**config.mk**
```make
export PLATFORM = sky130hd
export DESIGN_NAME = source_code_lexer_unit
export DESIGN_NICKNAME = d
export VERILOG_FILES = /design/src/rtl/slu_pkg.sv /design/src/rtl/source_code_lexer_unit.sv /design/src/rtl/slu_scan.sv /design/src/rtl/slu_tok_queue.sv
export VERILOG_INCLUDE_DIRS = /design/src /design/src/rtl
export SDC_FILE = /design/constraint.sdc
export NUM_CORES = 2
export LEC_CHECK = 0
export BUFFER_PORTS_ARGS = -buffer_cell sky130_fd_sc_hd__clkbuf_2
export CAP_MARGIN = 10
export CORE_UTILIZATION = 63
export DETAILED_ROUTE_END_ITERATION = 8
export PLACE_DENSITY_LB_ADDON = 0.25
export SLEW_MARGIN = 30
export SYNTH_ARGS = -nofsm -noshare
export SYNTH_HDL_FRONTEND = slang
export SYNTH_SLANG_ARGS = --single-unit
```
**constraint.sdc**
```tcl
create_clock -name clk -period 14 [get_ports clk]
set_input_delay 1.4 -clock clk [delete_from_list [all_inputs] [get_ports clk]]
set_output_delay 1.4 -clock clk [all_outputs]
set_load 0.05 [all_outputs]
```
**src/rtl/assert_macros.svh**
```systemverilog
// Assertion macros for the lexer RTL
`ifndef ASSERT_MACROS_SVH
`define ASSERT_MACROS_SVH

// Check a property on every rising clock edge outside reset
`define SLU_ASSERT(label, clk, rst_n, prop) \
  label: assert property (@(posedge clk) disable iff (!rst_n) prop) \
    else $error("lexer assertion failed");

// Check a property on every rising clock edge, reset included
`define SLU_ASSERT_ALWAYS(label, clk, prop) \
  label: assert property (@(posedge clk) prop) \
    else $error("lexer assertion failed");

`endif

```
**src/rtl/slu_pkg.sv**
```systemverilog
// Types, token kinds and keyword table for the source code lexer
package slu_pkg;

  localparam int QUEUE_DEPTH = 8;
  localparam int MAX_TOKENS  = 3;
  localparam int QW          = $clog2(QUEUE_DEPTH);

  localparam logic [5:0] K_DOT        = 6'd5;
  localparam logic [5:0] K_BANG       = 6'd10;
  localparam logic [5:0] K_EQUAL      = 6'd12;
  localparam logic [5:0] K_LESS       = 6'd14;
  localparam logic [5:0] K_GREATER    = 6'd16;
  localparam logic [5:0] K_SLASH      = 6'd18;
  localparam logic [5:0] K_IDENT      = 6'd19;
  localparam logic [5:0] K_STRING     = 6'd20;
  localparam logic [5:0] K_NUMBER     = 6'd21;
  localparam logic [5:0] K_KEYWORD0   = 6'd22;
  localparam logic [5:0] K_END        = 6'd38;
  localparam logic [5:0] K_ERR_CHAR   = 6'd39;
  localparam logic [5:0] K_ERR_STRING = 6'd40;

  localparam logic [3:0] KEYWORD_MAX_LEN = 4'd8;

  typedef enum logic [3:0] {
    M_IDLE, M_BANG, M_EQUAL, M_LESS, M_GREATER, M_SLASH, M_COMMENT,
    M_STRING, M_NUMBER, M_NUM_DOT, M_FRACTION, M_WORD
  } mode_t;

  typedef struct packed {
    logic [5:0]  kind;
    logic [15:0] start;
    logic [15:0] len;
    logic [15:0] line;
    logic        last;
  } token_t;

  typedef struct packed {
    logic [1:0]       cnt;
    token_t [2:0]     toks;
  } push_t;

  function automatic logic [63:0] kw_text(input logic [3:0] k);
    logic [63:0] t;
    case (k)
      4'd0:    t = 64'(24'h646e61);
      4'd1:    t = 64'(40'h7373616c63);
      4'd2:    t = 64'(32'h65736c65);
      4'd3:    t = 64'(40'h65736c6166);
      4'd4:    t = 64'(24'h726f66);
      4'd5:    t = 64'h6e6f6974636e7566;
      4'd6:    t = 64'(16'h6669);
      4'd7:    t = 64'(32'h6c6c756e);
      4'd8:    t = 64'(16'h726f);
      4'd9:    t = 64'(40'h746e697270);
      4'd10:   t = 64'(48'h6e7275746572);
      4'd11:   t = 64'(40'h7265707573);
      4'd12:   t = 64'(32'h73696874);
      4'd13:   t = 64'(32'h65757274);
      4'd14:   t = 64'(24'h726176);
      default: t = 64'(40'h656c696877);
    endcase
    return t;
  endfunction

  function automatic logic [3:0] kw_len(input logic [3:0] k);
    logic [3:0] l;
    case (k)
      4'd0, 4'd4, 4'd14:                     l = 4'd3;
      4'd2, 4'd7, 4'd12, 4'd13:              l = 4'd4;
      4'd1, 4'd3, 4'd9, 4'd11, 4'd15:        l = 4'd5;
      4'd10:                                 l = 4'd6;
      4'd5:                                  l = 4'd8;
      default:                               l = 4'd2;
    endcase
    return l;
  endfunction

endpackage

```
**src/rtl/source_code_lexer_unit.sv**
```systemverilog
// Top level of the source code lexer: byte stream in, token stream out
// One source byte (or the end-of-text item) is accepted per cycle. An accepted item is held in
// the input register while the scanner decides on it and writes the zero to three tokens
// it causes into an eight-entry token queue; the first token is offered once the queue has
// registered it. in_tready stays high while the queue, counting what the scanner is writing
// this cycle, holds at most three tokens, so a stalled result side holds the input back
// only once tokens pile up; with the result side always ready the rate is one byte per
// cycle. Offsets count bytes of the current text and saturate; after end of text the next
// byte starts at offset 0 on line 1.
module source_code_lexer_unit
  import slu_pkg::*;
#(
  parameter int OFFSET_WIDTH = 16
) (
  input  logic        clk,
  input  logic        rst_n,
  input  logic        in_tvalid,
  output logic        in_tready,
  input  logic [7:0]  in_tdata,   // char_code
  input  logic        in_tlast,   // end_of_text
  output logic        out_tvalid,
  input  logic        out_tready,
  output logic [55:0] out_tdata,  // token_kind, start_offset, lexeme_length, line_number
  output logic        out_tlast   // last_of_run
);

  push_t       push;
  logic [QW:0] count;
  token_t      head;
  logic        accept;

  assign in_tready = rst_n && (({1'b0, count} + (QW+2)'(push.cnt))
                     <= (QW+2)'(QUEUE_DEPTH - 2 * MAX_TOKENS + 1));
  assign accept    = in_tvalid && in_tready;

  slu_scan #(.OFFSET_WIDTH(OFFSET_WIDTH)) u_scan (
    .clk     (clk),
    .rst_n   (rst_n),
    .accept  (accept),
    .char_in (in_tdata),
    .eot_in  (in_tlast),
    .push    (push)
  );

  slu_tok_queue u_queue (
    .clk   (clk),
    .rst_n (rst_n),
    .push  (push),
    .pop   (out_tready),
    .count (count),
    .valid (out_tvalid),
    .head  (head)
  );

  assign out_tdata = {2'b00, head.line, head.len, head.start, head.kind};
  assign out_tlast = head.last;

endmodule

```
**src/rtl/slu_scan.sv**
```systemverilog
// Input register, scanner state and per-byte token decision
module slu_scan
  import slu_pkg::*;
#(
  parameter int OFFSET_WIDTH = 16
) (
  input  logic       clk,
  input  logic       rst_n,
  input  logic       accept,
  input  logic [7:0] char_in,
  input  logic       eot_in,
  output push_t      push
);

  localparam int W = OFFSET_WIDTH;

  logic          valid_r;
  logic [7:0]    char_r;
  logic          eot_r;
  mode_t         mode_r, mode_nxt;
  logic [W-1:0]  pos_r, pos_nxt;
  logic [W-1:0]  begin_r, begin_nxt;
  logic [15:0]   line_r, line_nxt;
  logic [63:0]   prefix_r, prefix_nxt;
  logic [3:0]    wlen_r, wlen_nxt;

  logic [5:0]    wkind;
  logic [1:0]    fl_cnt;
  token_t        fl_a, fl_b;
  logic [W-1:0]  pm1;
  logic          rescan;
  logic [1:0]    n;
  token_t [2:0]  toks;

  function automatic logic [15:0] sat16(input logic [W:0] v);
    logic [32:0] x;
    x = 33'(v);
    return (x > 33'h0FFFF) ? 16'hFFFF : x[15:0];
  endfunction

  function automatic logic [W-1:0] clamp_sub(input logic [W-1:0] a, input logic [W-1:0] b);
    return (a > b) ? a - b : '0;
  endfunction

  function automatic token_t mk(input logic [5:0] kind, input logic [W-1:0] start,
                                input logic [W:0] len, input logic [15:0] line);
    token_t t;
    t.kind  = kind;
    t.start = sat16({1'b0, start});
    t.len   = sat16(len);
    t.line  = line;
    t.last  = 1'b0;
    return t;
  endfunction

  function automatic logic digit_char(input logic [7:0] c);
    return (c >= "0") && (c <= "9");
  endfunction

  function automatic logic alpha_char(input logic [7:0] c);
    return ((c >= "a") && (c <= "z")) || ((c >= "A") && (c <= "Z")) || (c == "_");
  endfunction

  always_ff @(posedge clk) begin
    if (!rst_n) begin
      valid_r  <= 1'b0;
      mode_r   <= M_IDLE;
      pos_r    <= '0;
      begin_r  <= '0;
      line_r   <= 16'd1;
      prefix_r <= '0;
      wlen_r   <= '0;
    end else begin
      valid_r  <= accept;
      mode_r   <= mode_nxt;
      pos_r    <= pos_nxt;
      begin_r  <= begin_nxt;
      line_r   <= line_nxt;
      prefix_r <= prefix_nxt;
      wlen_r   <= wlen_nxt;
    end
  end

  always_ff @(posedge clk) begin
    if (accept) begin
      char_r <= char_in;
      eot_r  <= eot_in;
    end
  end

  always_comb begin
    wkind = K_IDENT;
    for (int k = 0; k < 16; k++) begin
      if (wlen_r == kw_len(4'(k)) && prefix_r == kw_text(4'(k))) begin
        wkind = K_KEYWORD0 + 6'(k);
      end
    end
    if (wlen_r > KEYWORD_MAX_LEN) begin
      wkind = K_IDENT;
    end
  end

  always_comb begin
    pm1    = clamp_sub(pos_r, W'(1));
    fl_cnt = 2'd0;
    fl_a   = '0;
    fl_b   = '0;
    case (mode_r)
      M_BANG: begin
        fl_cnt = 2'd1; fl_a = mk(K_BANG, begin_r, (W+1)'(1), line_r);
      end
      M_EQUAL: begin
        fl_cnt = 2'd1; fl_a = mk(K_EQUAL, begin_r, (W+1)'(1), line_r);
      end
      M_LESS: begin
        fl_cnt = 2'd1; fl_a = mk(K_LESS, begin_r, (W+1)'(1), line_r);
      end
      M_GREATER: begin
        fl_cnt = 2'd1; fl_a = mk(K_GREATER, begin_r, (W+1)'(1), line_r);
      end
      M_SLASH: begin
        fl_cnt = 2'd1; fl_a = mk(K_SLASH, begin_r, (W+1)'(1), line_r);
      end
      M_NUMBER, M_FRACTION: begin
        fl_cnt = 2'd1;
        fl_a   = mk(K_NUMBER, begin_r, {1'b0, clamp_sub(pos_r, begin_r)}, line_r);
      end
      M_NUM_DOT: begin
        fl_cnt = 2'd2;
        fl_a   = mk(K_NUMBER, begin_r, {1'b0, clamp_sub(pm1, begin_r)}, line_r);
        fl_b   = mk(K_DOT, pm1, (W+1)'(1), line_r);
      end
      M_WORD: begin
        fl_cnt = 2'd1;
        fl_a   = mk(wkind, begin_r, {1'b0, clamp_sub(pos_r, begin_r)}, line_r);
      end
      M_STRING: begin
        fl_cnt = 2'd1;
        fl_a   = mk(K_ERR_STRING, begin_r, {1'b0, clamp_sub(pos_r, begin_r)}, line_r);
      end
      default: begin
        fl_cnt = 2'd0;
      end
    endcase
  end

  always_comb begin
    mode_nxt   = mode_r;
    pos_nxt    = pos_r;
    begin_nxt  = begin_r;
    line_nxt   = line_r;
    prefix_nxt = prefix_r;
    wlen_nxt   = wlen_r;
    rescan     = 1'b0;
    n          = 2'd0;
    toks       = '0;
    if (valid_r) begin
      if (eot_r) begin
        toks[0]    = fl_a;
        toks[1]    = fl_b;
        n          = fl_cnt;
        toks[n]    = mk(K_END, pos_r, '0, line_r);
        n          = n + 2'd1;
        mode_nxt   = M_IDLE;
        pos_nxt    = '0;
        begin_nxt  = '0;
        line_nxt   = 16'd1;
        prefix_nxt = '0;
        wlen_nxt   = '0;
      end else begin
        case (mode_r)
          M_BANG, M_EQUAL, M_LESS, M_GREATER: begin
            if (char_r == "=") begin
              toks[0]  = mk(fl_a.kind + 6'd1, begin_r, (W+1)'(2), line_r);
              n        = 2'd1;
              mode_nxt = M_IDLE;
            end else begin
              rescan = 1'b1;
            end
          end
          M_SLASH: begin
            if (char_r == "/") mode_nxt = M_COMMENT;
            else rescan = 1'b1;
          end
          M_COMMENT: begin
            if (char_r == "\n") rescan = 1'b1;
          end
          M_STRING: begin
            if (char_r == "\n" && line_r != 16'hFFFF) line_nxt = line_r + 16'd1;
            if (char_r == "\"") begin
              toks[0]  = mk(K_STRING, begin_r, {1'b0, clamp_sub(pos_r, begin_r)} + (W+1)'(1),
                            line_r);
              n        = 2'd1;
              mode_nxt = M_IDLE;
            end
          end
          M_NUMBER: begin
            if (char_r == ".") mode_nxt = M_NUM_DOT;
            else if (!digit_char(char_r)) rescan = 1'b1;
          end
          M_NUM_DOT: begin
            if (digit_char(char_r)) mode_nxt = M_FRACTION;
            else rescan = 1'b1;
          end
          M_FRACTION: begin
            if (!digit_char(char_r)) rescan = 1'b1;
          end
          M_WORD: begin
            if (alpha_char(char_r) || digit_char(char_r)) begin
              for (int i = 0; i < 8; i++) begin
                if (wlen_r == 4'(i)) prefix_nxt[8*i +: 8] = char_r;
              end
              if (wlen_r != 4'd15) wlen_nxt = wlen_r + 4'd1;
            end else begin
              rescan = 1'b1;
            end
          end
          default: begin
            rescan = 1'b1;
          end
        endcase

        if (rescan) begin
          toks[0]   = fl_a;
          toks[1]   = fl_b;
          n         = fl_cnt;
          mode_nxt  = M_IDLE;
          begin_nxt = pos_r;
          case (char_r)
            "(", ")", "{", "}", ",", ".", "-", "+", ";", "*": begin
              toks[n] = mk((char_r == "(") ? 6'd0 : (char_r == ")") ? 6'd1 :
                           (char_r == "{") ? 6'd2 : (char_r == "}") ? 6'd3 :
                           (char_r == ",") ? 6'd4 : (char_r == ".") ? 6'd5 :
                           (char_r == "-") ? 6'd6 : (char_r == "+") ? 6'd7 :
                           (char_r == ";") ? 6'd8 : 6'd9,
                           pos_r, (W+1)'(1), line_r);
              n = n + 2'd1;
            end
            "!":  mode_nxt = M_BANG;
            "=":  mode_nxt = M_EQUAL;
            "<":  mode_nxt = M_LESS;
            ">":  mode_nxt = M_GREATER;
            "/":  mode_nxt = M_SLASH;
            " ", 8'h0d, "\t": mode_nxt = M_IDLE;
            "\n": begin
              if (line_r != 16'hFFFF) line_nxt = line_r + 16'd1;
            end
            "\"": mode_nxt = M_STRING;
            default: begin
              if (digit_char(char_r)) begin
                mode_nxt = M_NUMBER;
              end else if (alpha_char(char_r)) begin
                mode_nxt   = M_WORD;
                prefix_nxt = 64'(char_r);
                wlen_nxt   = 4'd1;
              end else begin
                toks[n] = mk(K_ERR_CHAR, pos_r, (W+1)'(1), line_r);
                n       = n + 2'd1;
              end
            end
          endcase
        end

        if (pos_r != {W{1'b1}}) pos_nxt = pos_r + W'(1);
      end
    end
    if (n != 2'd0) toks[n - 2'd1].last = 1'b1;
    push.cnt  = n;
    push.toks = toks;
  end

endmodule

```
**src/rtl/slu_tok_queue.sv**
```systemverilog
// Token queue between the scanner and the result channel
`include "assert_macros.svh"
module slu_tok_queue
  import slu_pkg::*;
(
  input  logic        clk,
  input  logic        rst_n,
  input  push_t       push,
  input  logic        pop,
  output logic [QW:0] count,
  output logic        valid,
  output token_t      head
);

  token_t [QUEUE_DEPTH-1:0] mem;
  logic [QW-1:0] head_r, head_nxt;
  logic [QW-1:0] tail_r, tail_nxt;
  logic [QW:0]   count_r, count_nxt;
  logic          do_pop;

  assign do_pop    = pop && (count_r != '0);
  assign head_nxt  = do_pop ? head_r + QW'(1) : head_r;
  assign tail_nxt  = tail_r + QW'(push.cnt);
  assign count_nxt = count_r + (QW+1)'(push.cnt) - (QW+1)'(do_pop);

  always_ff @(posedge clk) begin
    if (!rst_n) begin
      head_r  <= '0;
      tail_r  <= '0;
      count_r <= '0;
    end else begin
      head_r  <= head_nxt;
      tail_r  <= tail_nxt;
      count_r <= count_nxt;
    end
  end

  always_ff @(posedge clk) begin
    for (int i = 0; i < MAX_TOKENS; i++) begin
      if (2'(i) < push.cnt) mem[tail_r + QW'(i)] <= push.toks[i];
    end
  end

  assign count = count_r;
  assign valid = (count_r != '0);
  assign head  = mem[head_r];

  `SLU_ASSERT(a_no_overflow, clk, rst_n,
    ({1'b0, count_r} + (QW+2)'(push.cnt)) <= (QW+2)'(QUEUE_DEPTH + 1))
  `SLU_ASSERT(a_pop_only, clk, rst_n,
    (do_pop && push.cnt == 2'd0) |=> (count_r == $past(count_r) - (QW+1)'(1)))
  `SLU_ASSERT_ALWAYS(a_reset_empty, clk, !rst_n |=> (count_r == '0))

endmodule

```
# Yosys cells after proc, flatten, opt, wreduce, memory -nomap -nowiden
# Index checks and enable logic that the tools add are counted.
[op_classes]
n_reduce_logical = 48
n_eq_ne = 64
muxes = 127
magnitude_cmp = 26
add_sub_neg = 17
[ops]
columns = ["operator", "n"]
rows = [
  ["$bwmux 440", 3],
  ["$mux 440", 3],
  ["$mux 165", 6],
  ["$bwmux 165", 4],
  ["$demux 55 s3", 3],
  ["$pmux 55 s9", 1],
  ["$mux 64", 7],
  ["$mux 55", 6],
  ["$pmux 165 s2", 1],
  ["$eq 64x39->1 const B", 5],
  ["$eq 64x31->1 const B", 4],
  ["$mux 16", 14],
  ["$demux 55 s2", 2],
  ["$eq 64x23->1 const B", 3],
  ["$bmux 55 s3", 1],
  ["$eq 64x15->1 const B", 2],
  ["$eq 8x6->1 const B", 15],
  ["$pmux 55 s2", 1],
  ["$mux 4", 25],
  ["$mux 6", 15],
  ["$eq 64x47->1 const B", 1],
  ["$eq 64x63->1 const B", 1],
  ["$mux 8", 8],
  ["$mux 54", 1],
  ["60 further kinds", 150],
]
[totals]
elab_cells = 334
out_inout_bits = 59
in_bits = 13
reg_bits = 580

# Logic depth before layout (Yosys ltp)
[logic_depth]
word_depth = 35
ltp_mapped = 20
depth_no_buf = 18

# Cells and area by module
# A second synthesis with hierarchy kept.
[hier_totals]
cells_unflattened = 4586
area_unflattened_um2 = 36981.7
[modules_own_cells]
columns = ["mod", "area_each_um2", "instances", "cells_each", "seq_area_each_um2"]
rows = [
  ["slu_tok_queue", 24945.2, 1, 2961, 9008.6],
  ["slu_scan", 11906.4, 1, 1609, 2692.6],
  ["source_code_lexer_unit", 130.1, 1, 16, 0.0],
]

# Worst setup path after synthesis
# Ideal clock, no wire load.
[synth_timing]
kind = "reg2out"
from = "register u_scan.char_r[4]"
to = "output port in_tready"
stages_incl_launch_ff = 19
required_ns = 12.600
path_slack_ns = 8.466
arrival_ns = 4.134
path_buffers = 4
path_cell_list = "edfxtp_1 > buf_2 > or4b_1 > buf_4 > nor3_1 > nand4_1 > nand2_1 > a32o_1 > o21ai_4 > inv_2 > buf_6 > buf_6 > ha_1 > inv_1 > fa_1 > nor3_1 > a22oi_1 > o22ai_1 > and2_1"
[synth_between]
elab_chain_cells = 15
elab_cells_between_ends = 56
classes_between = "add/sub (1); order compare (7); eq/ne (21); mux (18); reduce/logical (9)"
[synth_lines]
columns = ["element", "line", "source"]
rows = [
  ["start, declared", "slu_scan.sv:18", "logic [7:0] char_r;"],
  ["start signal, assigned", "slu_scan.sv:86", "char_r <= char_in;"],
  ["$ge 8x7->1 or $le 8x7->1 (tied branches)", "slu_scan.sv:61", "return ((c >= \"a\") && (c <= \"z\")) || ((c >= \"A\") && (c <= \"Z\")) || (c == \"_\");"],
  ["$logic_and 1x1->1", "slu_scan.sv:61", ""],
  ["$logic_or 1x1->1 (2 in a row)", "slu_scan.sv:61", ""],
  ["$logic_or 1x1->1", "slu_scan.sv:209", "if (alpha_char(char_r) || digit_char(char_r)) begin"],
  ["$mux 1", "slu_scan.sv:209", ""],
  ["$pmux 1 s7", "slu_scan.sv:171", "case (mode_r)"],
  ["$mux 1", "slu_scan.sv:158", "if (eot_r) begin"],
  ["$mux 1", "slu_scan.sv:157", "if (valid_r) begin"],
  ["$mux 2 *", "slu_scan.sv:223", "if (rescan) begin"],
  ["$mux 2 *", "slu_scan.sv:158", ""],
  ["$mux 2 *", "slu_scan.sv:157", ""],
  ["$add 4x2->5 *", "source_code_lexer_unit.sv:32", "assign in_tready = rst_n && (({1'b0, count} + (QW+2)'(push.cnt))"],
  ["$le 5x2->1 *", "source_code_lexer_unit.sv:33", "<= (QW+2)'(QUEUE_DEPTH - 2 * MAX_TOKENS + 1));"],
  ["$logic_and 1x1->1 *", "source_code_lexer_unit.sv:32", ""],
  ["end, declared", "source_code_lexer_unit.sv:18", "output logic in_tready,"],
]
# Every way passes the cells marked *; elsewhere a longest branch is shown, timed or not. The select of a mux whose other input is x is not followed.

# Worst setup path after layout
# Ends and elaborated chain as after synthesis.

==> results.tsv <==
stage	metric	value	unit
timing	fin_worst_skew	62.4	ps
final_layout	n_fill_cell	3982	
clock_tree	clk_pin_slew	60	ps
synthesis	yosysTopAreaCell	dfxtp_1	
timing	worst_slack	6060	ps
route	first_pass_iters	9	
timing	rsz0062_at_grt	false	
route	drt_iter0_drc	4784	
worst_setup_path	path_cells	or4b_1 > nor3_1 > a211oi_1 > nand3_1 > a32o_1 > o21ai_4 > inv_2 > ha_1 > inv_1 > fa_1 > nor3_1 > a22oi_1 > o22ai_1 > and2_1 > clkbuf_2	
clock_tree	cts_setup_buffers	0	
clock_tree	htreeDepth	2	
synthesis	ys_warn_count	0	
clock_tree	cts-resized-gates	0	
floorplanning	die_h	231	µm
power	internal_power	3.29	mW
flow_run	maxCapViolCount	0	
power	clkPwrFrac	33.8	%
route	final_antenna_net_count	0	
global_route	grt_max_degree	63	
floorplanning	rows	83	
synthesis	async_reset_ff_share	0	%
final_layout	instances_no_fill	4391	
worst_setup_path	crit_slowest_cell	edfxtp_1	
synthesis	ys_types	110	
clock_tree	cts_made_buffers	59	
final_layout	drive_above_1_share	14.0	%
global_route	grt_pass1_vias	31400	
timing	fmax	126	MHz
timing	min_period_over_period	56.7	%
route	viasPerCell	7.46	
synthesis	syn_inst	3768	
worst_setup_path	cp_max_fo	23	
route	wl_per_cell	28.3	µm
clock_tree	clock-sinks	580	
clock_tree	hold_buffers	0	
global_route	grt_pass1_wl	186	mm
timing	finalCriticalPeriod	7940	ps
worst_setup_path	crit_type	reg -> out	
route	routed_wl	124	mm
synthesis	avgSynthCellArea	8.75	µm²
timing	totalNegativeSetupSlack	0	ps
floorplanning	io-pin-count	72	
worst_setup_path	arrival	6540	ps
synthesis	seq_area_frac_synth	35.5	%
worst_setup_path	cpMostUsedCell	nor3_1	
global_route	grt_overflow	0	
placed_design	io_buffers	69	
worst_setup_path	max_stage_delay	850	ps
worst_setup_path	start_kind	flip-flop	
global_route	grtUsageMet3	12.9	%
worst_setup_path	crit_required	12600	ps
clock_tree	clock-root-buffer	clkbuf_16	
route	drc	2	
power	p_seq_share	39.7	%
clock_tree	tritoncts	done	
power	p_sw_share	33.9	%
timing	slew_headroom	24.6	%
worst_setup_path	critPathBufInv	3	
floorplanning	dieArea	0.0532	mm²
synthesis	netlist_area	0.0330	mm²
floorplanning	start_util	64.0	%
worst_setup_path	endpoint_kind	primary output	
global_route	grt.total_usage	45.4	%
final_layout	fin_nets	3735	
clock_tree	clockBufferDepth	3	
global_route	antenna_found_initial	2	
placed_design	dpl.hpwl	80.6	mm
global_route	grt_use_met2	67.3	%
timing	worst_pin_slew	1130	ps
final_layout	post-route-util	69.4	%
synthesis	synth_edf_count	9	
synthesis	synth.area.top_cells	dfxtp_1 35%, mux4_2 7.5%, a21oi_1 4.6%	
timing	final_max_slew_viol_count	0	
timing	setup_viol	0	
hold_path	min_path_type	reg -> reg	
synthesis	yosysMostFrequentCell	dfxtp_1	
placed_design	dp.cells	4271	
global_route	busiest_layer	met2	
synthesis	synth_top_area_share	34.7	%
global_route	met1_usage	58.9	%
placed_design	globalplace.congestion	1.05	
power	p_per_area	139	mW/mm²
floorplanning	core	0.0515	mm²
clock_tree	clk_latency	680	ps
route	vias	32800	
floorplanning	die_w	231	µm
worst_setup_path	cpLargestDelayFamily	compound AO/OA/AOI/OAI gates	
synthesis	synthFlopType	dfxtp_1	
status	status	complete, but fails checks	
synthesis	synth_seq_cells	580	
status	violations	DRC	
power	combPwrFrac	26.6	%
timing	hold_violations	0	
final_layout	syn2layout_area_growth	8.43	%
synthesis	yosys-top-cells-count	571 x dfxtp_1, 309 x nand2_1, 300 x a21oi_1, 291 x nor2_1, 235 x o21ai_0	
placed_design	place_ws	6830	ps
power	p_leak	13.0	nW
power	p_sw	1.69	mW
power	ir_worst_vdd	0.229	mV
## cell families (layout without fill, tap and decap cells)
logic type / Yosys count / after routing / synth area share, %
AO/OA/AOI/OAI: 1247 / 1247 / 25.3
XOR/XNOR: 75 / 75 / 1.99
adder cells (fa/ha/maj): 63 / 63 / 2.50
buffers and inverters: 377 / 318 / 4.91
flip-flops: 580 / 580 / 35.5
multiplexers: 232 / 232 / 11.4
other: 1 / 3 / 0.0114
AND/OR/NAND/NOR: 1193 / 1193 / 18.3
## worst min-delay path, stage by stage, from the launching register on
cell and delay, ps:
dfxtp_1 320, nand2_1 40, o21ai_0 50
## final cells by class
class	instances	area (µm²)	area share [%]
timing repair buffer	143	992	2.78
clock inverter	31	404	1.13
multi-input combinational	2812	19900	55.6
antenna	1	2.50	0.00700
tap	680	851	2.38
inverter	64	240	0.672
clock buffer	80	1690	4.72
sequential	580	11700	32.8
## power by group through the flow
stage	combinational (mW)	clock (mW)	sequential, mW
5_1_grt	1.40	1.76	1.99
4_1_cts	1.30	1.69	1.97
2_1_floorplan	1.05	0	1.92
3_5_place_dp	1.29	0	2.00
6_report	1.32	1.68	1.98
3_3_place_gp	1.24	0	2.01
## layout by cell type (no fill, tap or decap), drive strengths merged, types with 98 or more instances in the layout
| master | synthesis | final |
|---|---|---|
| dfxtp | 571 | 571 |
| nand2 | 315 | 315 |
| clkbuf | 177 | 150 |
| o21ai | 265 | 265 |
| mux4 | 110 | 110 |
| a22oi | 98 | 98 |
| a22o | 134 | 134 |
| nor2 | 303 | 303 |
| o22ai | 110 | 110 |
| a21oi | 307 | 307 |
## stage by stage
step | cell area, µm² | hold slack, ps | total power [mW]
2_1_floorplan | 33000 | 418 | 2.96
3_3_place_gp | 33400 | 430 | 3.24
3_5_place_dp | 33400 | 443 | 3.29
4_1_cts | 35500 | 456 | 4.95
5_1_grt | 35700 | 471 | 5.14
6_report | 35700 | 455 | 4.98
## routing by layer
layer	vias up	share of wire (%)
met1	15600	37
met2	2596	43
met3	613	14
met5	-	0.055
li1	13900	-
met4	6	6.4
## final timing paths
check,depth (start not counted),end,slack (ps),startpoint
setup / recovery,15,in_tready,6060,u_scan.char_r[4]
setup reg to reg,11,u_queue.mem[113],7340,u_scan.char_r[4]
hold / removal,2,u_queue.mem[293],460,u_queue.mem[293]
hold reg to reg,2,u_queue.mem[293],460,u_queue.mem[293]
## sequential cells by signal, indices dropped and copies added (netlist names), 3 cells and up
register,flops
u_queue.mem,440
u_scan.prefix_r,64
u_scan.begin_r,16
u_scan.line_r,16
u_scan.pos_r,16
u_scan.char_r,8
u_queue.count,4
u_scan.mode_r,4
u_scan.wlen_r,4
u_queue.head_r,3
u_queue.tail_r,3
Power figures use the tool's default switching activity.
